<file path="src/rtl/tmt_pkg.sv">
// shared types and constants for the multi-ant colour turmite
package tmt_pkg;

    localparam int COLOR_W    = 8;
    localparam int CELL_W     = 8;
    localparam int DIR_W      = 2;
    localparam int CFG_IDX_W  = 3;
    localparam int CFG_DATA_W = 32;
    localparam int RULE_W     = 32;
    localparam int RLEN_W     = 6;
    localparam int CNT_CFG_W  = 9;
    localparam int SIZE_CFG_W = 9;

    // register indexes of the configuration port
    localparam logic [CFG_IDX_W-1:0] CFG_ANT_COUNT   = 3'd0;
    localparam logic [CFG_IDX_W-1:0] CFG_RULE_BITS   = 3'd1;
    localparam logic [CFG_IDX_W-1:0] CFG_RULE_LENGTH = 3'd2;
    localparam logic [CFG_IDX_W-1:0] CFG_WRAP_ENABLE = 3'd3;
    localparam logic [CFG_IDX_W-1:0] CFG_GRID_WIDTH  = 3'd4;
    localparam logic [CFG_IDX_W-1:0] CFG_GRID_HEIGHT = 3'd5;

    // request opcodes
    localparam logic OP_TICK = 1'b0;
    localparam logic OP_READ = 1'b1;

    // headings
    localparam logic [DIR_W-1:0] DIR_Y_INC = 2'd0;
    localparam logic [DIR_W-1:0] DIR_X_DEC = 2'd1;
    localparam logic [DIR_W-1:0] DIR_Y_DEC = 2'd2;
    localparam logic [DIR_W-1:0] DIR_X_INC = 2'd3;

    localparam logic [DIR_W-1:0] DIR_START = DIR_X_DEC;

    // effective rule settings seen by the sequencer
    typedef struct packed {
        logic [RULE_W-1:0] rule_bits;
        logic [RLEN_W-1:0] rule_len;
        logic              wrap;
    } t_rule_cfg;

    typedef enum logic [2:0] {
        S_CLEAR,
        S_IDLE,
        S_ANT_RD,
        S_ANT_Q,
        S_GRID_Q,
        S_MOD,
        S_CELL,
        S_DONE
    } t_state;

endpackage

</file>
<file path="src/rtl/tmt_cfg_regs.sv">
// configuration registers and their clamped effective values
module tmt_cfg_regs #(
    parameter int MAX_GRID_W    = 256,
    parameter int MAX_GRID_H    = 256,
    parameter int MAX_ANT_COUNT = 256,
    parameter int RULE_BITS     = 32
) (
    input  logic                              i_clk,
    input  logic                              i_rst_n,
    input  logic                              i_cfg_we,
    input  logic [tmt_pkg::CFG_IDX_W-1:0]     i_cfg_index,
    input  logic [tmt_pkg::CFG_DATA_W-1:0]    i_cfg_data,
    output tmt_pkg::t_rule_cfg                o_rule,
    output logic [$clog2(MAX_ANT_COUNT+1)-1:0] o_ant_n,
    output logic [$clog2(MAX_GRID_W):0]       o_grid_w,
    output logic [$clog2(MAX_GRID_H):0]       o_grid_h,
    output logic                              o_recentre
);

    localparam int KW  = $clog2(MAX_ANT_COUNT + 1);
    localparam int XW  = $clog2(MAX_GRID_W);
    localparam int YW  = $clog2(MAX_GRID_H);
    localparam int NCW = (KW > tmt_pkg::CNT_CFG_W) ? KW : tmt_pkg::CNT_CFG_W;
    localparam int WCW = (XW + 1 > tmt_pkg::SIZE_CFG_W) ? XW + 1 : tmt_pkg::SIZE_CFG_W;
    localparam int HCW = (YW + 1 > tmt_pkg::SIZE_CFG_W) ? YW + 1 : tmt_pkg::SIZE_CFG_W;
    localparam int LCW = 8;

    logic [tmt_pkg::CNT_CFG_W-1:0]  r_ant_count;
    logic [tmt_pkg::RULE_W-1:0]     r_rule_bits;
    logic [tmt_pkg::RLEN_W-1:0]     r_rule_len;
    logic                           r_wrap;
    logic [tmt_pkg::SIZE_CFG_W-1:0] r_grid_w;
    logic [tmt_pkg::SIZE_CFG_W-1:0] r_grid_h;

    logic [NCW-1:0] cnt_ext;
    logic [WCW-1:0] w_ext;
    logic [HCW-1:0] h_ext;
    logic [LCW-1:0] len_ext;

    always_ff @(posedge i_clk) begin
        if (!i_rst_n) begin
            r_ant_count <= tmt_pkg::CNT_CFG_W'(1);
            r_rule_bits <= tmt_pkg::RULE_W'(1);
            r_rule_len  <= tmt_pkg::RLEN_W'(2);
            r_wrap      <= 1'b1;
            r_grid_w    <= tmt_pkg::SIZE_CFG_W'(256);
            r_grid_h    <= tmt_pkg::SIZE_CFG_W'(256);
        end else if (i_cfg_we) begin
            case (i_cfg_index)
                tmt_pkg::CFG_ANT_COUNT:   r_ant_count <= i_cfg_data[tmt_pkg::CNT_CFG_W-1:0];
                tmt_pkg::CFG_RULE_BITS:   r_rule_bits <= i_cfg_data[tmt_pkg::RULE_W-1:0];
                tmt_pkg::CFG_RULE_LENGTH: r_rule_len  <= i_cfg_data[tmt_pkg::RLEN_W-1:0];
                tmt_pkg::CFG_WRAP_ENABLE: r_wrap      <= i_cfg_data[0];
                tmt_pkg::CFG_GRID_WIDTH:  r_grid_w    <= i_cfg_data[tmt_pkg::SIZE_CFG_W-1:0];
                tmt_pkg::CFG_GRID_HEIGHT: r_grid_h    <= i_cfg_data[tmt_pkg::SIZE_CFG_W-1:0];
                default: ;
            endcase
        end
    end

    // any write to a known register puts the ants back at the start
    always_comb begin
        case (i_cfg_index)
            tmt_pkg::CFG_ANT_COUNT, tmt_pkg::CFG_RULE_BITS, tmt_pkg::CFG_RULE_LENGTH,
            tmt_pkg::CFG_WRAP_ENABLE, tmt_pkg::CFG_GRID_WIDTH,
            tmt_pkg::CFG_GRID_HEIGHT: o_recentre = i_cfg_we;
            default:                  o_recentre = 1'b0;
        endcase
    end

    always_comb begin
        cnt_ext = NCW'(r_ant_count);
        if (cnt_ext > NCW'(MAX_ANT_COUNT)) begin
            o_ant_n = KW'(MAX_ANT_COUNT);
        end else begin
            o_ant_n = KW'(cnt_ext);
        end

        w_ext = WCW'(r_grid_w);
        if (w_ext < WCW'(2)) begin
            o_grid_w = (XW+1)'(2);
        end else if (w_ext > WCW'(MAX_GRID_W)) begin
            o_grid_w = (XW+1)'(MAX_GRID_W);
        end else begin
            o_grid_w = (XW+1)'(w_ext);
        end

        h_ext = HCW'(r_grid_h);
        if (h_ext < HCW'(2)) begin
            o_grid_h = (YW+1)'(2);
        end else if (h_ext > HCW'(MAX_GRID_H)) begin
            o_grid_h = (YW+1)'(MAX_GRID_H);
        end else begin
            o_grid_h = (YW+1)'(h_ext);
        end

        len_ext = LCW'(r_rule_len);
        o_rule.rule_bits = r_rule_bits;
        o_rule.wrap      = r_wrap;
        if (len_ext == '0) begin
            o_rule.rule_len = tmt_pkg::RLEN_W'(1);
        end else if (len_ext > LCW'(RULE_BITS)) begin
            o_rule.rule_len = tmt_pkg::RLEN_W'(RULE_BITS);
        end else begin
            o_rule.rule_len = r_rule_len;
        end
    end

endmodule
</file>
<file path="config.mk">
export PLATFORM = sky130hd
export DESIGN_NAME = tmt_cfg_regs
export DESIGN_NICKNAME = d
export VERILOG_FILES = /design/src/rtl/tmt_pkg.sv /design/src/rtl/tmt_cfg_regs.sv
export SDC_FILE = /design/constraint.sdc
export NUM_CORES = 1
export LEC_CHECK = 0
export ABC_AREA = 1
export BUFFER_PORTS_ARGS = -buffer_cell sky130_fd_sc_hd__buf_2
export CAP_MARGIN = 20
export CORE_ASPECT_RATIO = 2
export CORE_MARGIN = 10
export CORE_UTILIZATION = 44
export DETAILED_ROUTE_END_ITERATION = 12
export HOLD_SLACK_MARGIN = 0.15
export PLACE_DENSITY = 0.75
export SYNTH_ARGS = -nofsm -noshare
export SYNTH_HDL_FRONTEND = slang
export SYNTH_SLANG_ARGS = --single-unit
</file>
<file path="constraint.sdc">
create_clock -name i_clk -period 1 [get_ports i_clk]
set_input_delay 0.25 -clock i_clk [delete_from_list [all_inputs] [get_ports i_clk]]
set_output_delay 0.25 -clock i_clk [all_outputs]
set_load 0.01 [all_outputs]
</file>
==> summary.log <==
INFO  timing         final_max_slew_viol_count=0
INFO  power          power.density=1450nW/um^2
INFO  timing         finalSetupTns=-14710ps
INFO  clock_tree     clock_sink_count=66
INFO  die            die_height=134microns
INFO  final_layout   nets=590
INFO  timing         grt_setup_unrepaired=true
INFO  yosys          post-synth-top-count-cell=sky130_fd_sc_hd__nor2_1
INFO  clock_tree     worst_skew_late_latency=320ps
INFO  die            placementRows=41
INFO  critical_path  criticalPathCategory=flip-flop to output pin
INFO  yosys          synthTopCellsByCount=sky130_fd_sc_hd__nor2_1 (128), sky130_fd_sc_hd__dfxtp_1 (66), sky130_fd_sc_hd__o21ai_0 (54), sky130_fd_sc_hd__inv_1 (39), sky130_fd_sc_hd__nor2_2 (22)
INFO  clock_tree     cts_max_path_buffers=2
INFO  final_layout   post_route_core_utilization=73.6%
INFO  critical_path  critical_path_buf_inv_count=2
INFO  global_route   all_layer_gr_usage=17.8%
INFO  timing         report.final.setup_viol=66
INFO  die            design.core.area=6310squm
INFO  routing        dr_wl_met2=5050microns
INFO  global_route   number_of_antenna_violations_at_the_first_check_in_global_routing=0
INFO  clock_tree     cts_max_level=3
INFO  place          detailedPlacementHpwl=6600microns
INFO  final_layout   antenna-diode-count=0
INFO  critical_path  end_kind=output pin
INFO  power          power.leakage=0.00218uW
INFO  job            number_of_maximum_capacitance_constraint_violations=0
INFO  critical_path  delay_heaviest_family_cp=flip-flops
INFO  clock_tree     root_buffer=sky130_fd_sc_hd__clkbuf_16
INFO  die            top_level_ports=105
INFO  yosys          postSynthNetCount=429
INFO  routing        drt_first_iter_violations=190
INFO  die            die_area=10300squm
INFO  yosys          ys_seq_elements=66
INFO  routing        route.top_layer_used=met4
INFO  timing         worst_pin_slew=251ps
INFO  yosys          yosys-top-cells-area=sky130_fd_sc_hd__dfxtp_1 (46%), sky130_fd_sc_hd__nor2_1 (17%), sky130_fd_sc_hd__o21ai_0 (9.4%), sky130_fd_sc_hd__inv_1 (5.1%), sky130_fd_sc_hd__nor2_2 (4.8%)
INFO  yosys          ys_warn_count=0
INFO  yosys          avgSynthCellArea=7.34squm
INFO  routing        dr_total_vias=3113
INFO  run_status     status=finished with violations
INFO  global_route   grt_pass1_wl=14900microns
INFO  clock_tree     tritoncts=done
INFO  min_path       min_path_type=input port to flip-flop
INFO  routing        route.final.wire_length=9380microns
INFO  routing        route.detailed.wl_per_inst=14.6microns
INFO  critical_path  max_stage_delay=330ps
INFO  run_status     failing_checks=setup timing
INFO  timing         finalCritPeriodShare=159%
INFO  timing         timing.slew.headroom=83.2%
INFO  critical_path  worst-path-max-fanout=6
INFO  routing        detail_route.first_pass.iterations=4
INFO  yosys          synth.cell_area=2870squm
INFO  routing        ant_nets=0
INFO  timing         hold_viol_final=0
INFO  critical_path  startpoint_type=flip-flop
INFO  place          detailedPlace.worstSlack=-310ps
INFO  yosys          synth.distinct_cells=25
INFO  routing        wl_met1=3270microns
INFO  final_layout   syn2layout_area_growth=61.9%
INFO  yosys          syn-instance-count=391
INFO  routing        met3RoutedLength=526microns
INFO  routing        vias_per_cell=4.84
INFO  timing         highest_clock_rate=629MHz
INFO  yosys          synth_edf_count=0
INFO  timing         final_period_minus_worst_setup_slack=1590ps
INFO  yosys          ffs_w_async_s_r_synth=0%
INFO  die            start_util=45.5%
INFO  yosys          synth-seq-area-share=46.1%
INFO  clock_tree     clk_transition_reported_paths=50ps
INFO  global_route   overflow=0
INFO  global_route   grt_start_max_net_pins=37
INFO  critical_path  timing.critical_path.cells=nor2_4 -> nand2_1 -> o21ai_2 -> inv_2 -> nor2_2 -> buf_2
INFO  yosys          synth.largest_area_cell=sky130_fd_sc_hd__dfxtp_1
INFO  clock_tree     cts-buffers-inserted=9
INFO  yosys          synth_top_area_share=46.1%
INFO  global_route   grt_pass1_vias=3192
INFO  place          gp_congestion=0.826
INFO  power          vdd.ir_drop.worst=960uV
INFO  critical_path  crit_arrival=1340ps
INFO  routing        detail_route.drc_violations=0
INFO  yosys          ys_dominant_reg_cell=sky130_fd_sc_hd__dfxtp_1
INFO  place          buffer_ports.inserted=104
INFO  die            fp.dieW=77.1microns
INFO  critical_path  crit_required=750ps
INFO  final_layout   layout-drive-gt1-share=57.8%
INFO  critical_path  critical-path-slowest-cell=sky130_fd_sc_hd__dfxtp_2
INFO  timing         final_critical_path_setup_slack=-589ps
INFO  timing         finClkSkew=0ps
==> path summary, 6_finish.rpt <==
kind	from	end	slack [ps]	cells after the start
max	h_ext[6]$_SDFFE_PN0P_	o_grid_h[5]	-590	6
max reg2reg	r_rule_bits[15]$_SDFFE_PN0P_	r_rule_bits[15]$_SDFFE_PN0P_	160	4
min reg2reg	r_wrap$_SDFFE_PN1P_	r_wrap$_SDFFE_PN1P_	470	2
min	i_cfg_data[24]	r_rule_bits[24]$_SDFFE_PN0P_	170	3
==> power breakdown <==
group / internal, uW / total (uW) / leakage [uW] / switching (uW)
clock: 1870 / 2950 / 0.000143 / 1080
sequential: 2740 / 2810 / 0.000559 / 67.9
combinational: 469 / 989 / 0.00148 / 520
total: 5080 / 6750 / 0.00218 / 1670
==> kinds of logic (layout without fill, tap and decap cells) <==
| group | count (synthesis) | in the layout | synth area share (%) |
|---|---|---|---|
| AOI/OAI and AO/OA | 75 | 75 | 13.3 |
| buffers and inverters | 64 | 229 | 11.7 |
| DFF | 66 | 66 | 46.1 |
| and+or+nand+nor | 186 | 187 | 28.9 |
==> metal layers <==
layer | vias to the layer above | global-route usage [%]
li1 | 1542 | -
met1 | 1420 | 16.3
met2 | 116 | 32.6
met3 | 35 | 5.02
met4 | 0 | 12.4
met5 | - | 0
==> final cells by class <==
cell class / count / area, sq um
fillers: 490 / 1670
flip-flops and latches: 66 / 1400
multi-input cells: 262 / 1360
repair buffers: 169 / 1320
clock buffers: 14 / 274
inverters: 44 / 173
well taps: 86 / 108
clock inverters: 2 / 10.0
==> layout by cell type, fill, tap and decap left out, drive strengths merged <==
cell / instances
dfxtp: 66
nor2: 153
nand3: 9
buf: 169
clkinv: 3
clkbuf: 14
nand4: 2
a21oi: 9
o211ai: 3
nand2: 23
o21ai: 63
inv: 43
==> worst min-delay path, stage by stage <==
cell	delay [ps]
sky130_fd_sc_hd__buf_2	70
sky130_fd_sc_hd__o21ai_1	60
sky130_fd_sc_hd__nor2_1	70
==> flip-flops by register name (all words and copies together) (netlist names) <==
register     cells
r_rule_bits     32
cnt_ext          9
h_ext            9
r_grid_w         9
r_rule_len       6
r_wrap           1
==> metrics by stage <==
stage                     hold WS [ps]  area (sq um)  total power [uW]  instances
after floorplan                    363          2930              3290        391
after global placement             443          3740              3630        601
after detailed placement           452          3740              3650        601
after CTS                          163          4550              6760        636
after global routing               182          4640              7020        643
final                              170          4640              6750        643
==> timing repair <==
item / CTS / global route
hold buffers: 0 / 0
cloned: 0 / 1
pin swaps: 9 / 15
buffers inserted: 22 / 6
setup endpoints to repair: 67 / 72
resized for setup: 119 / 18
No activity file was read; power rests on OpenSTA's default activity.
