$ cat src/rtl/tmt_pkg.sv
// shared types and constants for the multi-ant colour turmite
package tmt_pkg;

    localparam int COLOR_W    = 8;
    localparam int CELL_W     = 8;
    localparam int DIR_W      = 2;
    localparam int CFG_IDX_W  = 3;
    localparam int CFG_DATA_W = 32;
    localparam int RULE_W     = 32;
    localparam int RLEN_W     = 6;
    localparam int CNT_CFG_W  = 9;
    localparam int SIZE_CFG_W = 9;

    // register indexes of the configuration port
    localparam logic [CFG_IDX_W-1:0] CFG_ANT_COUNT   = 3'd0;
    localparam logic [CFG_IDX_W-1:0] CFG_RULE_BITS   = 3'd1;
    localparam logic [CFG_IDX_W-1:0] CFG_RULE_LENGTH = 3'd2;
    localparam logic [CFG_IDX_W-1:0] CFG_WRAP_ENABLE = 3'd3;
    localparam logic [CFG_IDX_W-1:0] CFG_GRID_WIDTH  = 3'd4;
    localparam logic [CFG_IDX_W-1:0] CFG_GRID_HEIGHT = 3'd5;

    // request opcodes
    localparam logic OP_TICK = 1'b0;
    localparam logic OP_READ = 1'b1;

    // headings
    localparam logic [DIR_W-1:0] DIR_Y_INC = 2'd0;
    localparam logic [DIR_W-1:0] DIR_X_DEC = 2'd1;
    localparam logic [DIR_W-1:0] DIR_Y_DEC = 2'd2;
    localparam logic [DIR_W-1:0] DIR_X_INC = 2'd3;

    localparam logic [DIR_W-1:0] DIR_START = DIR_X_DEC;

    // effective rule settings seen by the sequencer
    typedef struct packed {
        logic [RULE_W-1:0] rule_bits;
        logic [RLEN_W-1:0] rule_len;
        logic              wrap;
    } t_rule_cfg;

    typedef enum logic [2:0] {
        S_CLEAR,
        S_IDLE,
        S_ANT_RD,
        S_ANT_Q,
        S_GRID_Q,
        S_MOD,
        S_CELL,
        S_DONE
    } t_state;

endpackage

$ cat src/rtl/tmt_mod_unit.sv
// iterative remainder unit, one quotient bit per cycle
module tmt_mod_unit (
    input  logic                          i_clk,
    input  logic                          i_rst_n,
    input  logic                          i_start,
    input  logic [tmt_pkg::COLOR_W-1:0]   i_dividend,
    input  logic [tmt_pkg::RLEN_W-1:0]    i_divisor,
    output logic                          o_done,
    output logic [tmt_pkg::RLEN_W-1:0]    o_rem
);

    localparam int CW = $clog2(tmt_pkg::COLOR_W);

    logic                        r_busy;
    logic                        r_done;
    logic [CW-1:0]               r_cnt;
    logic [tmt_pkg::COLOR_W-1:0] r_dvd;
    logic [tmt_pkg::RLEN_W-1:0]  r_div;
    logic [tmt_pkg::RLEN_W-1:0]  r_rem;

    logic [tmt_pkg::RLEN_W:0]    trial;
    logic [tmt_pkg::RLEN_W:0]    n_rem;

    // restoring step: shift in next dividend bit, subtract if it fits
    always_comb begin
        trial = {r_rem, r_dvd[tmt_pkg::COLOR_W-1]};
        if (trial >= {1'b0, r_div}) begin
            n_rem = trial - {1'b0, r_div};
        end else begin
            n_rem = trial;
        end
    end

    always_ff @(posedge i_clk) begin
        if (!i_rst_n) begin
            r_busy <= 1'b0;
            r_done <= 1'b0;
            r_cnt  <= '0;
        end else begin
            r_done <= 1'b0;
            if (i_start) begin
                r_busy <= 1'b1;
                r_cnt  <= '0;
            end else if (r_busy) begin
                r_cnt <= r_cnt + 1'b1;
                if (r_cnt == CW'(tmt_pkg::COLOR_W - 1)) begin
                    r_busy <= 1'b0;
                    r_done <= 1'b1;
                end
            end
        end
    end

    always_ff @(posedge i_clk) begin
        if (i_start) begin
            r_dvd <= i_dividend;
            r_div <= i_divisor;
            r_rem <= '0;
        end else if (r_busy) begin
            r_dvd <= {r_dvd[tmt_pkg::COLOR_W-2:0], 1'b0};
            r_rem <= n_rem[tmt_pkg::RLEN_W-1:0];
        end
    end

    assign o_done = r_done;
    assign o_rem  = r_rem;

endmodule

$ cat config.mk
export PLATFORM = sky130hd
export DESIGN_NAME = tmt_mod_unit
export DESIGN_NICKNAME = d
export VERILOG_FILES = /design/src/rtl/tmt_pkg.sv /design/src/rtl/tmt_mod_unit.sv
export SDC_FILE = /design/constraint.sdc
export NUM_CORES = 1
export LEC_CHECK = 0
export BUFFER_PORTS_ARGS = -buffer_cell sky130_fd_sc_hd__buf_2
export CORE_ASPECT_RATIO = 1.75
export CORE_MARGIN = 2
export CORE_UTILIZATION = 35
export CTS_CLUSTER_DIAMETER = 200
export DETAILED_ROUTE_END_ITERATION = 8
export GPL_ROUTABILITY_DRIVEN = 0
export SETUP_SLACK_MARGIN = 0.4
export SYNTH_ARGS = -nofsm -noshare
export SYNTH_HDL_FRONTEND = slang
export SYNTH_SLANG_ARGS = --single-unit
$ cat constraint.sdc
create_clock -name i_clk -period 2.77 [get_ports i_clk]
set_input_delay 0.277 -clock i_clk [delete_from_list [all_inputs] [get_ports i_clk]]
set_output_delay 0.277 -clock i_clk [all_outputs]
set_load 0.01 [all_outputs]
==> flow_metrics.py, run 1 <==
metrics = {
    "layout": {
        "fin_cells": 182,
        "final_nets": 164,
        "n_antenna_cell": 0,
        "syn_to_final_growth_pct": 13.35,
        "drive_gt1_frac": 0.2574,
        "fin_area_um2": 1488,
    },
    "placed_design": {
        "port_buffers": 23,
        "hpwlAfterDp_um": 1864,
        "postPlaceCellArea_um2": 1443,
        "dp.cells": 178,
        "place_ws_ps": 708.9,
    },
    "yosys": {
        "syn_area_um2": 1313,
        "synthArstFlopShare": 0,
        "syn_area_per_cell_um2": 11.51,
        "synth-seq-cells": 25,
        "seq_area_frac_synth": 0.4881,
        "synth_edf_count": 14,
        "ys.flop_type": "edfxtp_1",
        "yosys.area.top_type": "edfxtp_1",
        "netlist_top_cells_area": "edfxtp_1 32%, dfxtp_1 17%, ha_1 8.6%",
        "synth_cell_types": 35,
        "synth_top_area_frac": 0.3203,
        "syn_inst": 114,
        "syn_nets": 141,
        "synthTopCellsByCount": "14 x edfxtp_1, 14 x nor2_1, 11 x dfxtp_1",
        "yosysWarnings": 0,
    },
    "die": {
        "die-area_um2": 4275,
        "chipWidth_um": 50.29,
        "die_y_um": 85.01,
        "num_rows": 29,
        "ios": 24,
        "start_util": 0.3654,
        "fp.coreArea_um2": 3592,
    },
    "drt": {
        "vias_per_cell": 4.945,
        "avgRoutedWirePerCell_um": 13.23,
        "drt_iter0_markers": 23,
        "ant_nets": 0,
        "dr_total_vias": 900,
        "routed_wl_um": 2407,
        "drc": 0,
        "dr.pass1.iters": 4,
    },
    "cts": {
        "post_cts_buffers": 0,
        "cts_resized": 0,
        "cts.sinks": 25,
        "clock_latency_ps": 260,
        "clk_pin_slew_worst_paths_ps": 80,
        "htreeDepth": 1,
        "clk_path_buf_depth": 2,
        "numCtsBuffers": 3,
        "cts_tree": "yes",
        "cts-hold-fix-buffers": 0,
        "cts_root_buffer": "clkbuf_8",
    },
    "worst_setup_path": {
        "path_max_fanout": 2,
        "cp-end-kind": "flip-flop",
        "arrival_ps": 2260,
        "critPathSlowestCell": "fa_1",
        "crit_family": "adder cells",
        "cp_num_buf_inv": 1,
        "startpoint_type": "flip-flop",
        "worst-setup-path-type": "reg2reg",
        "slowest_delay_ps": 400,
        "required_ps": 2950,
        "crit_chain": "inv_1, ha_1, fa_1, or2b_1, a21oi_1, xor2_1, mux2i_1, a211oi_1",
    },
    "global_route": {
        "grt_overflow_total": 0,
        "antenna_found_initial": 0,
        "grt_pass1_vias": 900,
        "grt_use_total": 0.1207,
        "grt_start_max_net_pins": 26,
        "grt_pass1_wl_um": 3891,
    },
    "timing": {
        "drv_slew": 0,
        "rsz0062_at_grt": "false",
        "period_minus_slack_ps": 2086,
        "hold_viol": 0,
        "fmax_mhz": 479.4,
        "worst_pin_slew_ps": 651.6,
        "worst_slack_ps": 684.0,
        "clock_skew_ps": 1.542,
        "setup_viol": 0,
        "slew_headroom": 0.5650,
        "hold_ws_ps": 182.5,
        "setup_tns_ps": 0,
        "finalCritPeriodShare": 0.7531,
    },
    "power_and_ir_drop": {
        "clockPowerShare": 0.248,
        "power.share.sequential": 0.529,
        "p_comb_frac": 0.223,
        "p_int_w": 0.0006195,
        "power_density_nw_per_um2": 573.9,
        "peakVddDrop_mv": 0.2904,
        "p_leak_nw": 0.6557,
        "p_sw_frac": 0.2744,
        "switchingPower_w": 0.0002342,
    },
    "run": {
        "max_cap_viol_count": 0,
    },
    "worst_hold_path": {
        "hold_class": "in2reg",
    },
    "status": {
        "status": "complete, no violations",
    },
}
## metal layers
layer,part of all wire,global-route usage
met4,0.0096,0.05897
met1,0.40,0.1274
met5,0,0
met3,0.030,0.01585
met2,0.56,0.2261
## power groups by stage
stage / clock network [W] / registers (W) / logic (W)
finish: 0.000212 / 0.000451 / 0.000190
detailed placement: 0 / 0.000460 / 0.000193
global route: 0.000234 / 0.000456 / 0.000213
floorplan: 0 / 0.000452 / 0.000153
global placement: 0 / 0.000458 / 0.000186
CTS: 0.000219 / 0.000452 / 0.000193
## path summary, 6_finish.rpt
check | startpoint | endpoint | slack (ps) | cells after the start
max reg2reg | r_dvd[7] | o_rem[4] | 680 | 8
min | i_divisor[5] | r_div[5] | 180 | 1
max | r_dvd[7] | o_rem[4] | 680 | 8
min reg2reg | r_cnt[2] | r_cnt[2] | 510 | 2
## sequential cells by signal, summed over array words and instances, names as in the netlist
register  cells
o_rem         6
r_cnt         3
r_busy        1
r_dvd         8
r_div         6
o_done        1
## final cells by class
| class | count | area, µm² |
|---|---|---|
| fill | 355 | 2105 |
| sequential | 25 | 640.6 |
| multi-input combinational | 76 | 599.3 |
| timing repair buffer | 23 | 115.1 |
| tap | 46 | 57.56 |
| clock buffer | 4 | 45.04 |
| inverter | 8 | 30.03 |
## per-stage QoR
stage | util | power, W
after floorplan | - | 0.0006048
after global placement | 0.4016 | 0.0006446
after detailed placement | 0.4016 | 0.0006530
after CTS | 0.4141 | 0.0008641
after global routing | 0.4141 | 0.0009032
final | 0.4141 | 0.0008537
## logic make-up after synthesis
kind of cell,synth area share
mux,0.09819
xor+xnor,0.02670
flops,0.4881
compound gates,0.1010
buf+inv,0.05528
simple gates,0.1297
fa+ha+maj,0.1011
## placed cells by master, fill, tap and decap left out, drive strengths merged, types with 4 or more instances in the layout
cell type  synthesis  final
mux2i              5      5
edfxtp            14     14
clkbuf             0      4
a21oi              4      4
dfxtp             11     11
ha                 9      9
inv                8      8
mux2               7      7
nand2b             5      5
nor2              14     14
a211oi             4      4
buf                5     23
Power figures use the tool's default switching activity.
==> run 2: changes to the inputs <==
clock period = 2.2 ns   (was 2.77 ns; I/O delays follow)
==> flow_metrics.py, run 2 (same netlist as run 1, synthesis figures left out) <==
metrics = {
    "layout": {
        "drive_gt1_frac": 0.4236,
        "fin_cells": 190,
        "final_nets": 172,
        "layout_commonest_cell": "buf_2",
        "largest_register_ffs": 8,
        "top_register": "r_dvd",
        "final_cell_mix": "23 x buf_2, 14 x nor2_1, 14 x edfxtp_1, 9 x dfxtp_1",
        "syn_to_final_growth_pct": 26.12,
        "n_antenna_cell": 0,
    },
    "worst_setup_path": {
        "required_ps": 2370,
        "cp-end-kind": "flip-flop",
        "worst-setup-path-type": "reg2reg",
        "startpoint_type": "flip-flop",
        "r2r_slack_ps": 300,
        "rr_worst_depth": 6,
        "arrival_ps": 2070,
        "path_max_fanout": 8,
    },
    "die": {
        "fp.coreArea_um2": 3592,
        "die-area_um2": 4275,
        "chipWidth_um": 50.29,
        "start_util": 0.3654,
        "die_y_um": 85.01,
        "ios": 24,
        "num_rows": 29,
    },
    "timing": {
        "slew_headroom": 0.6504,
        "setup_tns_ps": 0,
        "period_minus_slack_ps": 1897,
        "hold_viol": 0,
        "fmax_mhz": 527.2,
        "worst_pin_slew_ps": 523.7,
        "drv_slew": 0,
        "rsz0062_at_grt": "true",
        "setup_viol": 0,
        "finalCritPeriodShare": 0.8622,
        "clock_skew_ps": 5.664,
    },
    "power_and_ir_drop": {
        "peakVddDrop_mv": 0.6846,
        "p_leak_nw": 0.7034,
        "power_density_nw_per_um2": 704.5,
    },
    "cts": {
        "htreeDepth": 1,
        "clk_path_buf_depth": 2,
        "cts.sinks": 25,
        "numCtsBuffers": 3,
        "cts_tree": "yes",
        "clk_pin_slew_worst_paths_ps": 90,
        "clock_latency_ps": 260,
        "cts_root_buffer": "clkbuf_8",
    },
    "drt": {
        "drt_iter0_markers": 24,
        "routed_wl_um": 2533,
        "vias_per_cell": 5.011,
        "avgRoutedWirePerCell_um": 13.33,
        "dr_total_vias": 952,
        "ant_nets": 0,
        "dr.pass1.iters": 4,
        "drc": 0,
    },
    "worst_hold_path": {
        "hold_class": "in2reg",
        "whs_path_depth": 1,
    },
    "run": {
        "max_cap_viol_count": 0,
    },
    "placed_design": {
        "hpwlAfterDp_um": 1911,
        "port_buffers": 23,
        "dp.cells": 179,
    },
    "global_route": {
        "grt_pass1_vias": 957,
        "grt_start_max_net_pins": 26,
        "antenna_found_initial": 0,
        "grt_use_total": 0.1265,
        "grt_overflow_total": 0,
        "grt_pass1_wl_um": 4229,
    },
    "status": {
        "status": "complete, no violations",
    },
}
==> run 2: timing repair <==
| item | in CTS | in global routing |
|---|---|---|
| hold buffers | 0 | 0 |
| setup endpoints to repair | 6 | 6 |
| pin swaps | 5 | 7 |
| gates resized for setup | 5 | 12 |
| cloned | 0 | 0 |
| setup buffers | 4 | 3 |
==> run 2: final cells by class <==
class | instances | area (µm²)
clock buffers | 3 | 41.29
clock inverters | 1 | 5.005
fillers | 335 | 1937
inverters | 8 | 30.03
multi-input cells | 76 | 699.4
flip-flops and latches | 25 | 643.1
well taps | 46 | 57.56
repair buffers | 31 | 178.9
==> run 2: power by group <==
group          internal [W]  switching, W  leakage, nW
logic              0.000176      0.000158        0.447
clock network      0.000126      0.000138       0.0255
registers          0.000537     0.0000307        0.231
total              0.000840      0.000326        0.703
==> run 2: critical path, stage by stage, from the launching register on <==
cell and delay (ps):
edfxtp_1 410, ha_1 330, nand2b_4 140, a31oi_4 100
o21a_4 270, or4b_4 490, o311ai_2 90
==> run 2: per-stage QoR <==
stage                     utilization  power (W)  cell area (µm²)  setup slack (ps)  hold WS, ps
final                          0.4608   0.001166             1655             303.1        129.0
after global routing           0.4608   0.001242             1655             163.4        113.1
after CTS                      0.4350   0.001122             1563             303.4        122.6
after detailed placement       0.4089  0.0008344             1469             179.0        398.1
after global placement         0.4089  0.0008278             1469             204.6        396.9
after floorplan                     -  0.0007705             1331             416.6        318.9
==> run 2: path summary, 6_finish.rpt <==
check / from / endpoint
min: i_divisor[4] / r_div[4]
min reg2reg: o_rem[1] / o_rem[1]
max: r_div[0] / o_rem[0]
max reg2reg: r_div[0] / o_rem[0]
==> run 2: per-layer routing <==
metal / global-route usage / up-vias / part of all wire
met3: 0.02113 / 4 / 0.037
met4: 0.04423 / 0 / 0.015
met2: 0.2249 / 26 / 0.54
met1: 0.1501 / 456 / 0.41
met5: 0 / - / 0
li1: - / 466 / -
==> run 3: changes to the inputs <==
--- a/config.mk
+++ b/config.mk
@@ -13,4 +13,5 @@
 export DETAILED_ROUTE_END_ITERATION = 8
 export GPL_ROUTABILITY_DRIVEN = 0
+export MAX_ROUTING_LAYER = met4
 export SETUP_SLACK_MARGIN = 0.4
 export SYNTH_ARGS = -nofsm -noshare
==> constraint.sdc (replaced) <==
create_clock -name i_clk -period 2.2 [get_ports i_clk]
set_input_delay 0.22 -clock i_clk [delete_from_list [all_inputs] [get_ports i_clk]]
set_output_delay 0.22 -clock i_clk [all_outputs]
set_load 0.02 [all_outputs]
==> flow_metrics.py, run 3 (same netlist as run 1, synthesis figures left out) <==
metrics = {
    "global_route": {
        "grt_pass1_wl_um": 4181,
        "antenna_found_initial": 0,
        "grt_use_total": 0.1340,
        "grt_pass1_vias": 988,
        "grt_overflow_total": 0,
        "grt_start_max_net_pins": 26,
    },
    "timing": {
        "rsz0062_at_grt": "true",
        "fmax_mhz": 534.3,
        "clock_skew_ps": 5.528,
        "slew_headroom": 0.6659,
        "worst_pin_slew_ps": 500.5,
        "setup_viol": 0,
        "setup_tns_ps": 0,
        "period_minus_slack_ps": 1872,
        "hold_viol": 0,
        "drv_slew": 0,
        "hold_ws_ps": 119.7,
        "finalCritPeriodShare": 0.8508,
        "worst_slack_ps": 328.3,
    },
    "cts": {
        "clock_latency_ps": 270,
        "cts.sinks": 25,
        "clk_path_buf_depth": 2,
        "cts-hold-fix-buffers": 0,
        "clk_pin_slew_worst_paths_ps": 90,
        "numCtsBuffers": 3,
        "cts_tree": "yes",
        "htreeDepth": 1,
        "cts_root_buffer": "clkbuf_8",
    },
    "status": {
        "status": "complete, no violations",
    },
    "layout": {
        "syn_to_final_growth_pct": 22.50,
        "fin_area_um2": 1608,
        "final_nets": 169,
        "n_antenna_cell": 0,
        "layout_commonest_cell": "buf_2",
        "fin_cells": 187,
        "top_register": "r_dvd",
        "num-fill-cells": 345,
        "largest_register_ffs": 8,
        "drive_gt1_frac": 0.3972,
        "final_cell_mix": "23 x buf_2, 14 x nor2_1, 14 x edfxtp_1, 8 x dfxtp_1, 7 x mux2_2",
    },
    "die": {
        "die-area_um2": 4275,
        "start_util": 0.3654,
        "chipWidth_um": 50.29,
        "ios": 24,
        "fp.coreArea_um2": 3592,
        "num_rows": 29,
        "die_y_um": 85.01,
    },
    "placed_design": {
        "port_buffers": 23,
        "place_ws_ps": 276.8,
        "hpwlAfterDp_um": 1934,
        "dp.cells": 180,
        "postPlaceCellArea_um2": 1504,
    },
    "worst_hold_path": {
        "hold_class": "in2reg",
    },
    "worst_setup_path": {
        "startpoint_type": "flip-flop",
        "arrival_ps": 2060,
        "worst-setup-path-type": "reg2reg",
        "required_ps": 2380,
        "cp-end-kind": "flip-flop",
        "path_max_fanout": 6,
    },
    "drt": {
        "routed_wl_um": 2508,
        "routed.top_layer": "met4",
        "ant_nets": 0,
        "dr.pass1.iters": 4,
        "drc": 0,
        "vias_per_cell": 5.037,
        "wl_met3_um": 83,
        "avgRoutedWirePerCell_um": 13.41,
        "drt_iter0_markers": 17,
        "dr_total_vias": 942,
        "drt-met1-wl_um": 959,
        "wl_met2_um": 1378,
    },
    "power_and_ir_drop": {
        "peakVddDrop_mv": 0.4216,
        "power_density_nw_per_um2": 724.9,
        "p_leak_nw": 0.6856,
    },
    "run": {
        "max_cap_viol_count": 0,
    },
}
run 3: through the flow:
step,power [W],utilization
finish,0.001166,0.4476
global route,0.001225,0.4476
CTS,0.001153,0.4392
detailed placement,0.0008560,0.4187
global placement,0.0008479,0.4187
floorplan,0.0007897,-
run 3: layout make-up:
class                      count  area (µm²)  area share
multi-input combinational     76       671.9      0.4179
inverter                       8       30.03     0.01868
sequential                    25       644.4      0.4008
tap                           46       57.56     0.03580
clock buffer                   3       41.29     0.02568
clock inverter                 1       6.256    0.003891
timing repair buffer          28       156.4     0.09728
run 3: final timing paths:
check                     from  endpoint  slack [ps]  cells past startpoint
hold reg to reg       r_cnt[1]  r_cnt[1]         510                      2
setup / recovery      r_div[0]  o_rem[0]         330                      6
setup reg to reg      r_div[0]  o_rem[0]         330                      6
hold / removal    i_divisor[2]  r_div[2]         120                      1
run 3: power by group:
part,switching [W],total [W],internal [W]
Combinational,0.000153,0.000313,0.000161
Sequential,0.0000320,0.000570,0.000538
Clock,0.000153,0.000282,0.000130
Total,0.000337,0.00117,0.000828
run 3: worst max-delay path: stages, from the launching register on:
cell and delay (ps):
edfxtp_1 420, ha_1 310, nand2b_4 130, a31oi_4 80
o21a_2 260, or4b_1 490, o311ai_1 100
run 3: per-layer routing:
metal / vias to the layer above / track usage
li1: 462 / -
met1: 445 / 0.1291
met2: 26 / 0.2416
met3: 9 / 0.02113
met4: 0 / 0.08108
met5: - / -
run 3: timing repair:
| item | in CTS | in global routing |
|---|---|---|
| pin swaps | 2 | 5 |
| endpoints found under the hold margin | 0 | 0 |
| gates resized for setup | 5 | 5 |
| setup buffers | 2 | 1 |
| setup endpoints to repair | 6 | 6 |
